### src/rtl/tdma_sts_pkg.sv
// Shared types and constants for the TDMA slot time scheduler.
package tdma_sts_pkg;

  localparam int unsigned TimeW  = 32;
  localparam int unsigned SfW    = 30;
  localparam int unsigned LenW   = 16;
  localparam int unsigned CntW   = 8;
  localparam int unsigned ProdW  = LenW + CntW;
  localparam int unsigned NeedW  = ProdW + 1;
  localparam int unsigned RegIdxW = 3;

  localparam logic [TimeW-1:0] SUPERFRAME_MAX = 32'h3FFF_FFFF;

  typedef enum logic [1:0] {
    CMD_SYNC  = 2'd0,
    CMD_START = 2'd1,
    CMD_TICK  = 2'd2
  } cmd_e;

  typedef enum logic [RegIdxW-1:0] {
    REG_SUPERFRAME = 3'd0,
    REG_SLOT_LEN   = 3'd1,
    REG_BEACON_LEN = 3'd2,
    REG_SLOT_COUNT = 3'd3,
    REG_OWN_SLOT   = 3'd4,
    REG_GUARD      = 3'd5,
    REG_HOLDOVER   = 3'd6
  } reg_idx_e;

  typedef struct packed {
    logic [SfW-1:0]   superframe_len;
    logic [LenW-1:0]  slot_len;
    logic [LenW-1:0]  beacon_len;
    logic [CntW-1:0]  slot_count;
    logic [CntW-1:0]  own_slot;
    logic [LenW-1:0]  guard_time;
    logic [TimeW-1:0] holdover_time;
  } cfg_t;

  typedef struct packed {
    logic [1:0]       command;
    logic [TimeW-1:0] time_ms;
    logic [LenW-1:0]  air_ms;
  } in_item_t;

  typedef struct packed {
    logic [TimeW-1:0] next_tx_ms;
    logic [TimeW-1:0] next_beacon_ms;
    logic             epoch_valid;
    logic             synced;
    logic             config_invalid;
  } out_item_t;

  typedef enum logic [2:0] {
    ST_IDLE,
    ST_MUL,
    ST_CHK,
    ST_GO_B,
    ST_DIV_B,
    ST_GO_T,
    ST_DIV_T,
    ST_OUT
  } state_e;

endpackage

### src/rtl/tdma_sts_cfg.sv
// Configuration register file of the TDMA slot time scheduler.
module tdma_sts_cfg (
  input  logic                              clk_i,
  input  logic                              rst_ni,
  input  logic                              cfg_valid_i,
  output logic                              cfg_ready_o,
  input  logic [tdma_sts_pkg::RegIdxW-1:0]  cfg_index_i,
  input  logic [tdma_sts_pkg::TimeW-1:0]    cfg_data_i,
  output tdma_sts_pkg::cfg_t                cfg_o
);

  tdma_sts_pkg::cfg_t cfg_q, cfg_d;

  assign cfg_ready_o = 1'b1;
  assign cfg_o       = cfg_q;

  always_comb begin
    cfg_d = cfg_q;
    if (cfg_valid_i) begin
      case (tdma_sts_pkg::reg_idx_e'(cfg_index_i))
        tdma_sts_pkg::REG_SUPERFRAME:
          cfg_d.superframe_len = cfg_data_i[tdma_sts_pkg::SfW-1:0];
        tdma_sts_pkg::REG_SLOT_LEN:   cfg_d.slot_len   = cfg_data_i[tdma_sts_pkg::LenW-1:0];
        tdma_sts_pkg::REG_BEACON_LEN: cfg_d.beacon_len = cfg_data_i[tdma_sts_pkg::LenW-1:0];
        tdma_sts_pkg::REG_SLOT_COUNT: cfg_d.slot_count = cfg_data_i[tdma_sts_pkg::CntW-1:0];
        tdma_sts_pkg::REG_OWN_SLOT:   cfg_d.own_slot   = cfg_data_i[tdma_sts_pkg::CntW-1:0];
        tdma_sts_pkg::REG_GUARD:      cfg_d.guard_time = cfg_data_i[tdma_sts_pkg::LenW-1:0];
        tdma_sts_pkg::REG_HOLDOVER:   cfg_d.holdover_time = cfg_data_i;
        default: ;
      endcase
    end
  end

  always_ff @(posedge clk_i or negedge rst_ni) begin
    if (!rst_ni) begin
      cfg_q.superframe_len <= 30'd10000;
      cfg_q.slot_len       <= 16'd1000;
      cfg_q.beacon_len     <= 16'd1000;
      cfg_q.slot_count     <= 8'd8;
      cfg_q.own_slot       <= 8'd0;
      cfg_q.guard_time     <= 16'd50;
      cfg_q.holdover_time  <= 32'd60000;
    end else begin
      cfg_q <= cfg_d;
    end
  end

endmodule

### src/rtl/tdma_sts_rem.sv
// Bit-serial restoring remainder unit: dividend mod superframe length.
module tdma_sts_rem (
  input  logic                            clk_i,
  input  logic                            rst_ni,
  input  logic                            start_i,
  input  logic [tdma_sts_pkg::TimeW-1:0]  dividend_i,
  input  logic [tdma_sts_pkg::SfW-1:0]    divisor_i,
  output logic                            busy_o,
  output logic                            done_o,
  output logic [tdma_sts_pkg::SfW-1:0]    rem_o
);

  localparam int unsigned StepW = $clog2(tdma_sts_pkg::TimeW);

  logic                           busy_q, busy_d;
  logic                           done_q, done_d;
  logic [StepW-1:0]               cnt_q, cnt_d;
  logic [tdma_sts_pkg::TimeW-1:0] dvd_q, dvd_d;
  logic [tdma_sts_pkg::SfW-1:0]   rem_q, rem_d;
  logic [tdma_sts_pkg::SfW:0]     rem_sh;
  logic [tdma_sts_pkg::SfW:0]     rem_sub;

  // one shift, compare and subtract per cycle
  assign rem_sh  = {rem_q, dvd_q[tdma_sts_pkg::TimeW-1]};
  assign rem_sub = rem_sh - {1'b0, divisor_i};

  always_comb begin
    busy_d = busy_q;
    done_d = 1'b0;
    cnt_d  = cnt_q;
    dvd_d  = dvd_q;
    rem_d  = rem_q;
    if (start_i) begin
      busy_d = 1'b1;
      cnt_d  = '0;
      dvd_d  = dividend_i;
      rem_d  = '0;
    end else if (busy_q) begin
      dvd_d = {dvd_q[tdma_sts_pkg::TimeW-2:0], 1'b0};
      if (rem_sh >= {1'b0, divisor_i}) begin
        rem_d = rem_sub[tdma_sts_pkg::SfW-1:0];
      end else begin
        rem_d = rem_sh[tdma_sts_pkg::SfW-1:0];
      end
      cnt_d = cnt_q + StepW'(1);
      if (cnt_q == StepW'(tdma_sts_pkg::TimeW - 1)) begin
        busy_d = 1'b0;
        done_d = 1'b1;
      end
    end
  end

  always_ff @(posedge clk_i or negedge rst_ni) begin
    if (!rst_ni) begin
      busy_q <= 1'b0;
      done_q <= 1'b0;
      cnt_q  <= '0;
    end else begin
      busy_q <= busy_d;
      done_q <= done_d;
      cnt_q  <= cnt_d;
    end
  end

  always_ff @(posedge clk_i) begin
    dvd_q <= dvd_d;
    rem_q <= rem_d;
  end

  assign busy_o = busy_q;
  assign done_o = done_q;
  assign rem_o  = rem_q;

endmodule

### src/rtl/tdma_slot_time_scheduler.sv
// Top level of the TDMA slot time scheduler: event sequencer and result register.
//
// Usage:
//  - Input channel (in_valid_i / in_ready_o / in_item_i) carries one event item:
//    beacon sync, free-run start, or tick/query (the unused code acts as tick).
//  - Output channel (out_valid_o / out_ready_i / out_item_o) returns one item
//    per event: next own transmit slot start, next beacon start, and flags.
//  - Config channel (cfg_valid_i / cfg_ready_o / cfg_index_i / cfg_data_i)
//    writes one register per handshake; it is always ready. Write only while
//    the block is idle.
//  - Sequence: after input acceptance the sequencer runs its setup and handoff
//    states and two 32-step remainder passes through the shared unit.
//    Without an epoch or with invalid registers the passes are skipped.
//  - One event at a time: a new item is taken only once the last one has left
//    the sequencer; in_ready_o is high only when the sequencer is idle.
//  - The finished item waits in an output register, so the next event may be
//    accepted while the receiver stalls; a further result holds in the final
//    sequencer step until the output register is taken.
//  - Reset: registers take their documented defaults, epoch and sync state
//    clear, no item is pending.
module tdma_slot_time_scheduler (
  input  logic                              clk_i,
  input  logic                              rst_ni,
  input  logic                              in_valid_i,
  output logic                              in_ready_o,
  input  tdma_sts_pkg::in_item_t            in_item_i,
  output logic                              out_valid_o,
  input  logic                              out_ready_i,
  output tdma_sts_pkg::out_item_t           out_item_o,
  input  logic                              cfg_valid_i,
  output logic                              cfg_ready_o,
  input  logic [tdma_sts_pkg::RegIdxW-1:0]  cfg_index_i,
  input  logic [tdma_sts_pkg::TimeW-1:0]    cfg_data_i
);

  localparam int unsigned TW = tdma_sts_pkg::TimeW;

  tdma_sts_pkg::cfg_t   cfg;
  tdma_sts_pkg::state_e state_q, state_d;

  // persistent scheduler state
  logic [TW-1:0] epoch_q, epoch_d;
  logic [TW-1:0] last_sync_q, last_sync_d;
  logic          known_q, known_d;
  logic          sync_q, sync_d;

  // per-event working registers
  logic [TW-1:0]                  target_q, target_d;
  logic [tdma_sts_pkg::ProdW-1:0] prod_own_q, prod_own_d;
  logic [tdma_sts_pkg::ProdW-1:0] prod_cnt_q, prod_cnt_d;
  logic                           bad_q, bad_d;
  logic [TW-1:0]                  base_t_q, base_t_d;
  logic [TW-1:0]                  d_b_q, d_b_d;
  logic [TW-1:0]                  d_t_q, d_t_d;
  logic [TW-1:0]                  bcn_q, bcn_d;
  logic [TW-1:0]                  tx_q, tx_d;

  tdma_sts_pkg::out_item_t out_q, out_d;
  logic                    out_valid_q, out_valid_d;

  logic                         rem_start;
  logic [TW-1:0]                rem_dvd;
  logic                         rem_busy;
  logic                         rem_done;
  logic [tdma_sts_pkg::SfW-1:0] rem_val;

  logic                           in_acc;
  logic [tdma_sts_pkg::NeedW-1:0] need;
  logic [TW-1:0]                  offset;
  logic [TW-1:0]                  hold_diff;

  tdma_sts_cfg u_cfg (
    .clk_i       (clk_i),
    .rst_ni      (rst_ni),
    .cfg_valid_i (cfg_valid_i),
    .cfg_ready_o (cfg_ready_o),
    .cfg_index_i (cfg_index_i),
    .cfg_data_i  (cfg_data_i),
    .cfg_o       (cfg)
  );

  tdma_sts_rem u_rem (
    .clk_i      (clk_i),
    .rst_ni     (rst_ni),
    .start_i    (rem_start),
    .dividend_i (rem_dvd),
    .divisor_i  (cfg.superframe_len),
    .busy_o     (rem_busy),
    .done_o     (rem_done),
    .rem_o      (rem_val)
  );

  // First start not before target: base when already due (wrap-safe),
  // otherwise target rounded up to the superframe grid.
  function automatic logic [TW-1:0] first_start(
    input logic [TW-1:0]                base,
    input logic [TW-1:0]                target,
    input logic [TW-1:0]                diff,
    input logic [tdma_sts_pkg::SfW-1:0] rem,
    input logic [tdma_sts_pkg::SfW-1:0] sf
  );
    logic [TW-1:0] pad;
    pad = '0;
    if (rem != '0) begin
      pad = TW'(sf) - TW'(rem);
    end
    if (diff == '0 || diff[TW-1]) begin
      first_start = base;
    end else begin
      first_start = target + pad;
    end
  endfunction

  assign in_ready_o = (state_q == tdma_sts_pkg::ST_IDLE);
  assign in_acc     = in_valid_i && in_ready_o;
  assign hold_diff  = in_item_i.time_ms - last_sync_q;
  assign need       = tdma_sts_pkg::NeedW'(cfg.beacon_len) + tdma_sts_pkg::NeedW'(prod_cnt_q);
  assign offset     = TW'(cfg.beacon_len) + TW'(prod_own_q);

  always_comb begin
    state_d     = state_q;
    epoch_d     = epoch_q;
    last_sync_d = last_sync_q;
    known_d     = known_q;
    sync_d      = sync_q;
    target_d    = target_q;
    prod_own_d  = prod_own_q;
    prod_cnt_d  = prod_cnt_q;
    bad_d       = bad_q;
    base_t_d    = base_t_q;
    d_b_d       = d_b_q;
    d_t_d       = d_t_q;
    bcn_d       = bcn_q;
    tx_d        = tx_q;
    out_d       = out_q;
    out_valid_d = out_valid_q && !out_ready_i;
    rem_start   = 1'b0;
    rem_dvd     = d_b_q;

    case (state_q)
      tdma_sts_pkg::ST_IDLE: begin
        if (in_acc) begin
          target_d = in_item_i.time_ms + TW'(cfg.guard_time);
          case (tdma_sts_pkg::cmd_e'(in_item_i.command))
            tdma_sts_pkg::CMD_SYNC: begin
              epoch_d     = in_item_i.time_ms - TW'(in_item_i.air_ms);
              last_sync_d = in_item_i.time_ms;
              known_d     = 1'b1;
              sync_d      = 1'b1;
            end
            tdma_sts_pkg::CMD_START: begin
              if (!known_q) begin
                epoch_d     = in_item_i.time_ms;
                last_sync_d = in_item_i.time_ms;
                known_d     = 1'b1;
                sync_d      = 1'b0;
              end
            end
            default: begin
              // tick or query; holdover expiry
              if (sync_q && (hold_diff > cfg.holdover_time)) begin
                sync_d = 1'b0;
              end
            end
          endcase
          state_d = tdma_sts_pkg::ST_MUL;
        end
      end
      tdma_sts_pkg::ST_MUL: begin
        prod_own_d = tdma_sts_pkg::ProdW'(cfg.own_slot) *
                     tdma_sts_pkg::ProdW'(cfg.slot_len);
        prod_cnt_d = tdma_sts_pkg::ProdW'(cfg.slot_count) *
                     tdma_sts_pkg::ProdW'(cfg.slot_len);
        state_d    = tdma_sts_pkg::ST_CHK;
      end
      tdma_sts_pkg::ST_CHK: begin
        bad_d = (cfg.slot_count == '0) || (cfg.own_slot >= cfg.slot_count) ||
                (cfg.slot_len == '0) || (cfg.superframe_len == '0) ||
                (TW'(cfg.superframe_len) > tdma_sts_pkg::SUPERFRAME_MAX) ||
                (TW'(need) > TW'(cfg.superframe_len));
        base_t_d = epoch_q + offset;
        d_b_d    = target_q - epoch_q;
        d_t_d    = target_q - (epoch_q + offset);
        if (bad_d || !known_q) begin
          state_d = tdma_sts_pkg::ST_OUT;
        end else begin
          state_d = tdma_sts_pkg::ST_GO_B;
        end
      end
      tdma_sts_pkg::ST_GO_B: begin
        rem_start = 1'b1;
        rem_dvd   = d_b_q;
        state_d   = tdma_sts_pkg::ST_DIV_B;
      end
      tdma_sts_pkg::ST_DIV_B: begin
        if (rem_done) begin
          bcn_d   = first_start(epoch_q, target_q, d_b_q, rem_val, cfg.superframe_len);
          state_d = tdma_sts_pkg::ST_GO_T;
        end
      end
      tdma_sts_pkg::ST_GO_T: begin
        rem_start = 1'b1;
        rem_dvd   = d_t_q;
        state_d   = tdma_sts_pkg::ST_DIV_T;
      end
      tdma_sts_pkg::ST_DIV_T: begin
        if (rem_done) begin
          tx_d    = first_start(base_t_q, target_q, d_t_q, rem_val, cfg.superframe_len);
          state_d = tdma_sts_pkg::ST_OUT;
        end
      end
      tdma_sts_pkg::ST_OUT: begin
        // hold here until the output register is free
        if (!out_valid_q || out_ready_i) begin
          out_valid_d          = 1'b1;
          out_d.epoch_valid    = known_q;
          out_d.synced         = sync_q;
          out_d.config_invalid = bad_q;
          if (!known_q || bad_q) begin
            out_d.next_tx_ms     = '0;
            out_d.next_beacon_ms = '0;
          end else begin
            out_d.next_tx_ms     = tx_q;
            out_d.next_beacon_ms = bcn_q;
          end
          state_d = tdma_sts_pkg::ST_IDLE;
        end
      end
      default: state_d = tdma_sts_pkg::ST_IDLE;
    endcase
  end

  always_ff @(posedge clk_i or negedge rst_ni) begin
    if (!rst_ni) begin
      state_q     <= tdma_sts_pkg::ST_IDLE;
      epoch_q     <= '0;
      last_sync_q <= '0;
      known_q     <= 1'b0;
      sync_q      <= 1'b0;
      out_valid_q <= 1'b0;
    end else begin
      state_q     <= state_d;
      epoch_q     <= epoch_d;
      last_sync_q <= last_sync_d;
      known_q     <= known_d;
      sync_q      <= sync_d;
      out_valid_q <= out_valid_d;
    end
  end

  always_ff @(posedge clk_i) begin
    target_q   <= target_d;
    prod_own_q <= prod_own_d;
    prod_cnt_q <= prod_cnt_d;
    bad_q      <= bad_d;
    base_t_q   <= base_t_d;
    d_b_q      <= d_b_d;
    d_t_q      <= d_t_d;
    bcn_q      <= bcn_d;
    tx_q       <= tx_d;
    out_q      <= out_d;
  end

  assign out_valid_o = out_valid_q;
  assign out_item_o  = out_q;

  // sequencer only takes an item while the remainder unit is quiet
  a_ready_unit_idle: assert property (@(posedge clk_i) disable iff (!rst_ni)
    in_ready_o |-> !rem_busy)
    else $error("input ready while remainder unit busy");

  a_one_item_at_a_time: assert property (@(posedge clk_i) disable iff (!rst_ni)
    (in_valid_i && in_ready_o) |=> !in_ready_o)
    else $error("ready did not drop after accepting an item");

  a_times_zero_when_unusable: assert property (@(posedge clk_i) disable iff (!rst_ni)
    (out_valid_o && (!out_item_o.epoch_valid || out_item_o.config_invalid)) |->
      (out_item_o.next_tx_ms == '0 && out_item_o.next_beacon_ms == '0))
    else $error("times not cleared for unusable result");

  a_synced_needs_epoch: assert property (@(posedge clk_i) disable iff (!rst_ni)
    sync_q |-> known_q)
    else $error("synced without a known epoch");

endmodule

### config.mk
export PLATFORM = sky130hd
export DESIGN_NAME = tdma_slot_time_scheduler
export DESIGN_NICKNAME = d
export VERILOG_FILES = /design/src/rtl/tdma_sts_pkg.sv /design/src/rtl/tdma_sts_cfg.sv /design/src/rtl/tdma_sts_rem.sv /design/src/rtl/tdma_slot_time_scheduler.sv
export SDC_FILE = /design/constraint.sdc
export NUM_CORES = 2
export LEC_CHECK = 0
export ABC_AREA = 1
export BUFFER_PORTS_ARGS = -buffer_cell sky130_fd_sc_hd__buf_2
export CORE_MARGIN = 2
export CORE_UTILIZATION = 40
export DETAILED_ROUTE_END_ITERATION = 6
export GPL_ROUTABILITY_DRIVEN = 0
export PLACE_DENSITY = 0.52
export SLEW_MARGIN = 20
export SYNTH_ARGS = -nofsm -noshare
export SYNTH_HDL_FRONTEND = slang
export SYNTH_SLANG_ARGS = --single-unit
### constraint.sdc
create_clock -name clk_i -period 7 [get_ports clk_i]
set_clock_uncertainty 0.15 [all_clocks]
set_input_delay 1.4 -clock clk_i [delete_from_list [all_inputs] [get_ports clk_i]]
set_output_delay 1.4 -clock clk_i [all_outputs]
set_load 0.02 [all_outputs]
==> run metrics <==
crit end category=register; H-Tree Depth=3; routed len/inst=21.0 um; asr flop ratio synth=35.4%; number of max-cap violations=0; synth top area cells=edfxtp_1 21%, nand2_1 11%, ha_1 11%; largest net degree at the start of global routing=125; Mapped Nets=6960; met2 Use GR=42.5%; Post-CTS Setup Inserts=0; gr ovfl total=0; Power Density=576 nW/um^2; Final Max Slew Viols=0; Residual DRC=0; finished layout cell area=53400 sq um; initial antenna violation count=2; commonest non-fill, non-tap cells in the layout=1481 x nand2_1, 967 x inv_1, 522 x nor2_1, 442 x a21oi_1, 419 x ha_1; R2R cell count=15; gr busiest metal=met2; Routed Antenna Nets=0; reg2reg setup slack=1850 ps; pin slew with the least headroom to its limit=1010 ps; number of global-route vias before repair=41000; Post-Route Setup TNS=0 ps; CTS tree=yes; outcome=finished clean; Row Count=127; GRT met1 Usage=37.4%; minimum clock period=5150 ps; Ports=160; WP data required=7270 ps; hold buffers post-CTS=0; number of vias in the routed layout=42900; clk sink count=573; fill cell count=12400; CTS root buffer=clkbuf_16; endpoints failing hold=0; critical path fanouts, max=18; Die Ht=352 um; Ys Warns=0; Area after DPL=50800 sq um; first-pass GRT wire length=254000 um; CTS Buf Count=74; final setup vio count=0; Seq/Total Area, Yosys=32.9%; IO buf count=158; prevailing post-synth register cell=edfxtp_1; Hold Crit Depth=0; PostCTS Resize Cnt=0; RSZ-0062 raised after global routing=no; area delta synth->final=10.1%; library cells used by synthesis=60; grt met3 use=3.36%; HP Class=reg2reg; Global Route Usage Sum=26.9%; DRT Wirelength=169000 um; Worst-Skew Late Latency=720 ps; First DRT Iteration DRCs=3859; Critical Path Start Type=register; Pleak=25.6 nW; fin crit share=73.6%; Seq cells post-synth=573; Clock Tree Buf Depth=3; final net count=7058; top-area cell type share of the netlist area=21.1%; Post-synth EDFFs=340; Clk pin slew, worst setup/hold paths=60 ps; Post-Synthesis Cells=6257; Max VDD drop=0.405 mV; Core ar.=120000 sq um; Arr. time, crit path=5430 ps; Highest Clock Rate=0.194 GHz; Post-DP HPWL=137000 um; Slew headroom=31.7%; WS Path Type=reg2reg; layout cells sized above 1=6.73%; Synth Cell Area=48500 sq um; Initial Util=40.3%; area leader, netlist=edfxtp_1; commonest non-fill, non-tap cell in the layout=nand2_1; Syn Area/Cell=7.74 sq um; die width=352 um; Vias/cell=5.34; Die Area=124000 sq um; router iterations before antenna repair=6
==> worst max-delay path, cell delays in order (launching register included) <==
cell     delay (ps)
dfrtp_1         860
nand2_1         180
fa_1            560
fa_1            550
inv_1            50
fa_1            480
inv_1            50
fa_1            470
inv_1            40
ha_1            340
nand2_1         110
nor2_1          250
a21oi_1         160
o21ai_0         330
a21oi_1         130
xnor2_1         170
==> metrics by stage <==
stage          util [%]  instances  hold slack [ps]  power (mW)  worst slack (ps)
2_1_floorplan         -       6257              268        20.1              1600
3_3_place_gp       42.3       7891              281        26.3              1940
3_5_place_dp       42.3       7891              297        26.4              1900
4_1_cts            44.4       8028              275        30.6              1890
5_1_grt            44.4       8028              314        33.3              1630
6_report           44.4       8030              281        30.8              1850
==> final timing paths <==
| check | startpoint | end |
|---|---|---|
| min in group asynchronous | rst_ni | u_cfg.cfg_o[58] |
| setup / recovery | u_cfg.cfg_o[50] | prod_own_q[17] |
| hold reg to reg | bad_q | out_item_o[0] |
| hold / removal | bad_q | out_item_o[0] |
| setup reg to reg | u_cfg.cfg_o[50] | prod_own_q[17] |
| max in group asynchronous | rst_ni | epoch_q[9] |
==> power by group <==
group / total (mW) / internal [mW] / switching (mW)
registers: 6.49 / 5.50 / 0.990
logic: 20.2 / 6.57 / 13.6
clock network: 4.06 / 2.43 / 1.63
total: 30.8 / 14.5 / 16.3
==> registers in the layout (all words and copies together) (netlist names), 30 cells and up <==
| signal | cells |
|---|---|
| u_cfg.cfg_o | 126 |
| out_item_o | 67 |
| base_t_q | 32 |
| bcn_q | 32 |
| d_b_q | 32 |
| d_t_q | 32 |
| epoch_q | 32 |
| last_sync_q | 32 |
| target_q | 32 |
| tx_q | 32 |
| u_rem.dvd_q | 32 |
| u_rem.rem_o | 30 |
==> cells by family (layout without fill, tap and decap cells) <==
| kind of cell | after synthesis | in the layout | synth area share (%) |
|---|---|---|---|
| flops | 573 | 573 | 32.9 |
| simple gates | 2617 | 2617 | 22.7 |
| xor+xnor | 230 | 230 | 4.16 |
| fa+ha+maj | 613 | 613 | 18.8 |
| buf+inv | 1133 | 1292 | 9.05 |
| other cells | 1 | 3 | 0.00774 |
| compound gates | 1090 | 1090 | 12.3 |
==> metal layers <==
layer  up-vias  share of wire (%)
li1      20700                  -
met1     20500                 45
met2      1425                 45
met3       262                5.8
met4         2                4.3
met5         -             0.0077
==> cells in the mapped netlist (all sizes together) (11+ instances only) <==
| master | count |
|---|---|
| a21boi | 11 |
| a21o | 28 |
| a21oi | 459 |
| a31oi | 39 |
| buf | 59 |
| clkbuf | 97 |
| dfrtp | 175 |
| dfstp | 28 |
| dfxtp | 30 |
| edfxtp | 340 |
| fa | 194 |
| ha | 419 |
| inv | 975 |
| nand2 | 1494 |
| nand3 | 326 |
| nand3b | 19 |
| nand4 | 81 |
| nor2 | 556 |
| nor3 | 64 |
| nor4 | 52 |
| o211ai | 19 |
| o21a | 29 |
| o21ai | 449 |
| o21bai | 30 |
| or2 | 14 |
| xnor2 | 82 |
| xor2 | 148 |
==> area by class of cell <==
class                   count  area [sq um]  area share [%]
inverters                 977          3670            6.87
well taps                1612          2020            3.78
diodes                      2          5.00         0.00938
flip-flops and latches    573         15900            29.8
repair buffers            178           963            1.81
clock buffers              95          2010            3.77
clock inverters            42           569            1.07
multi-input cells        4551         28200            52.9
Note: power is estimated with default switching activity, not from simulation.
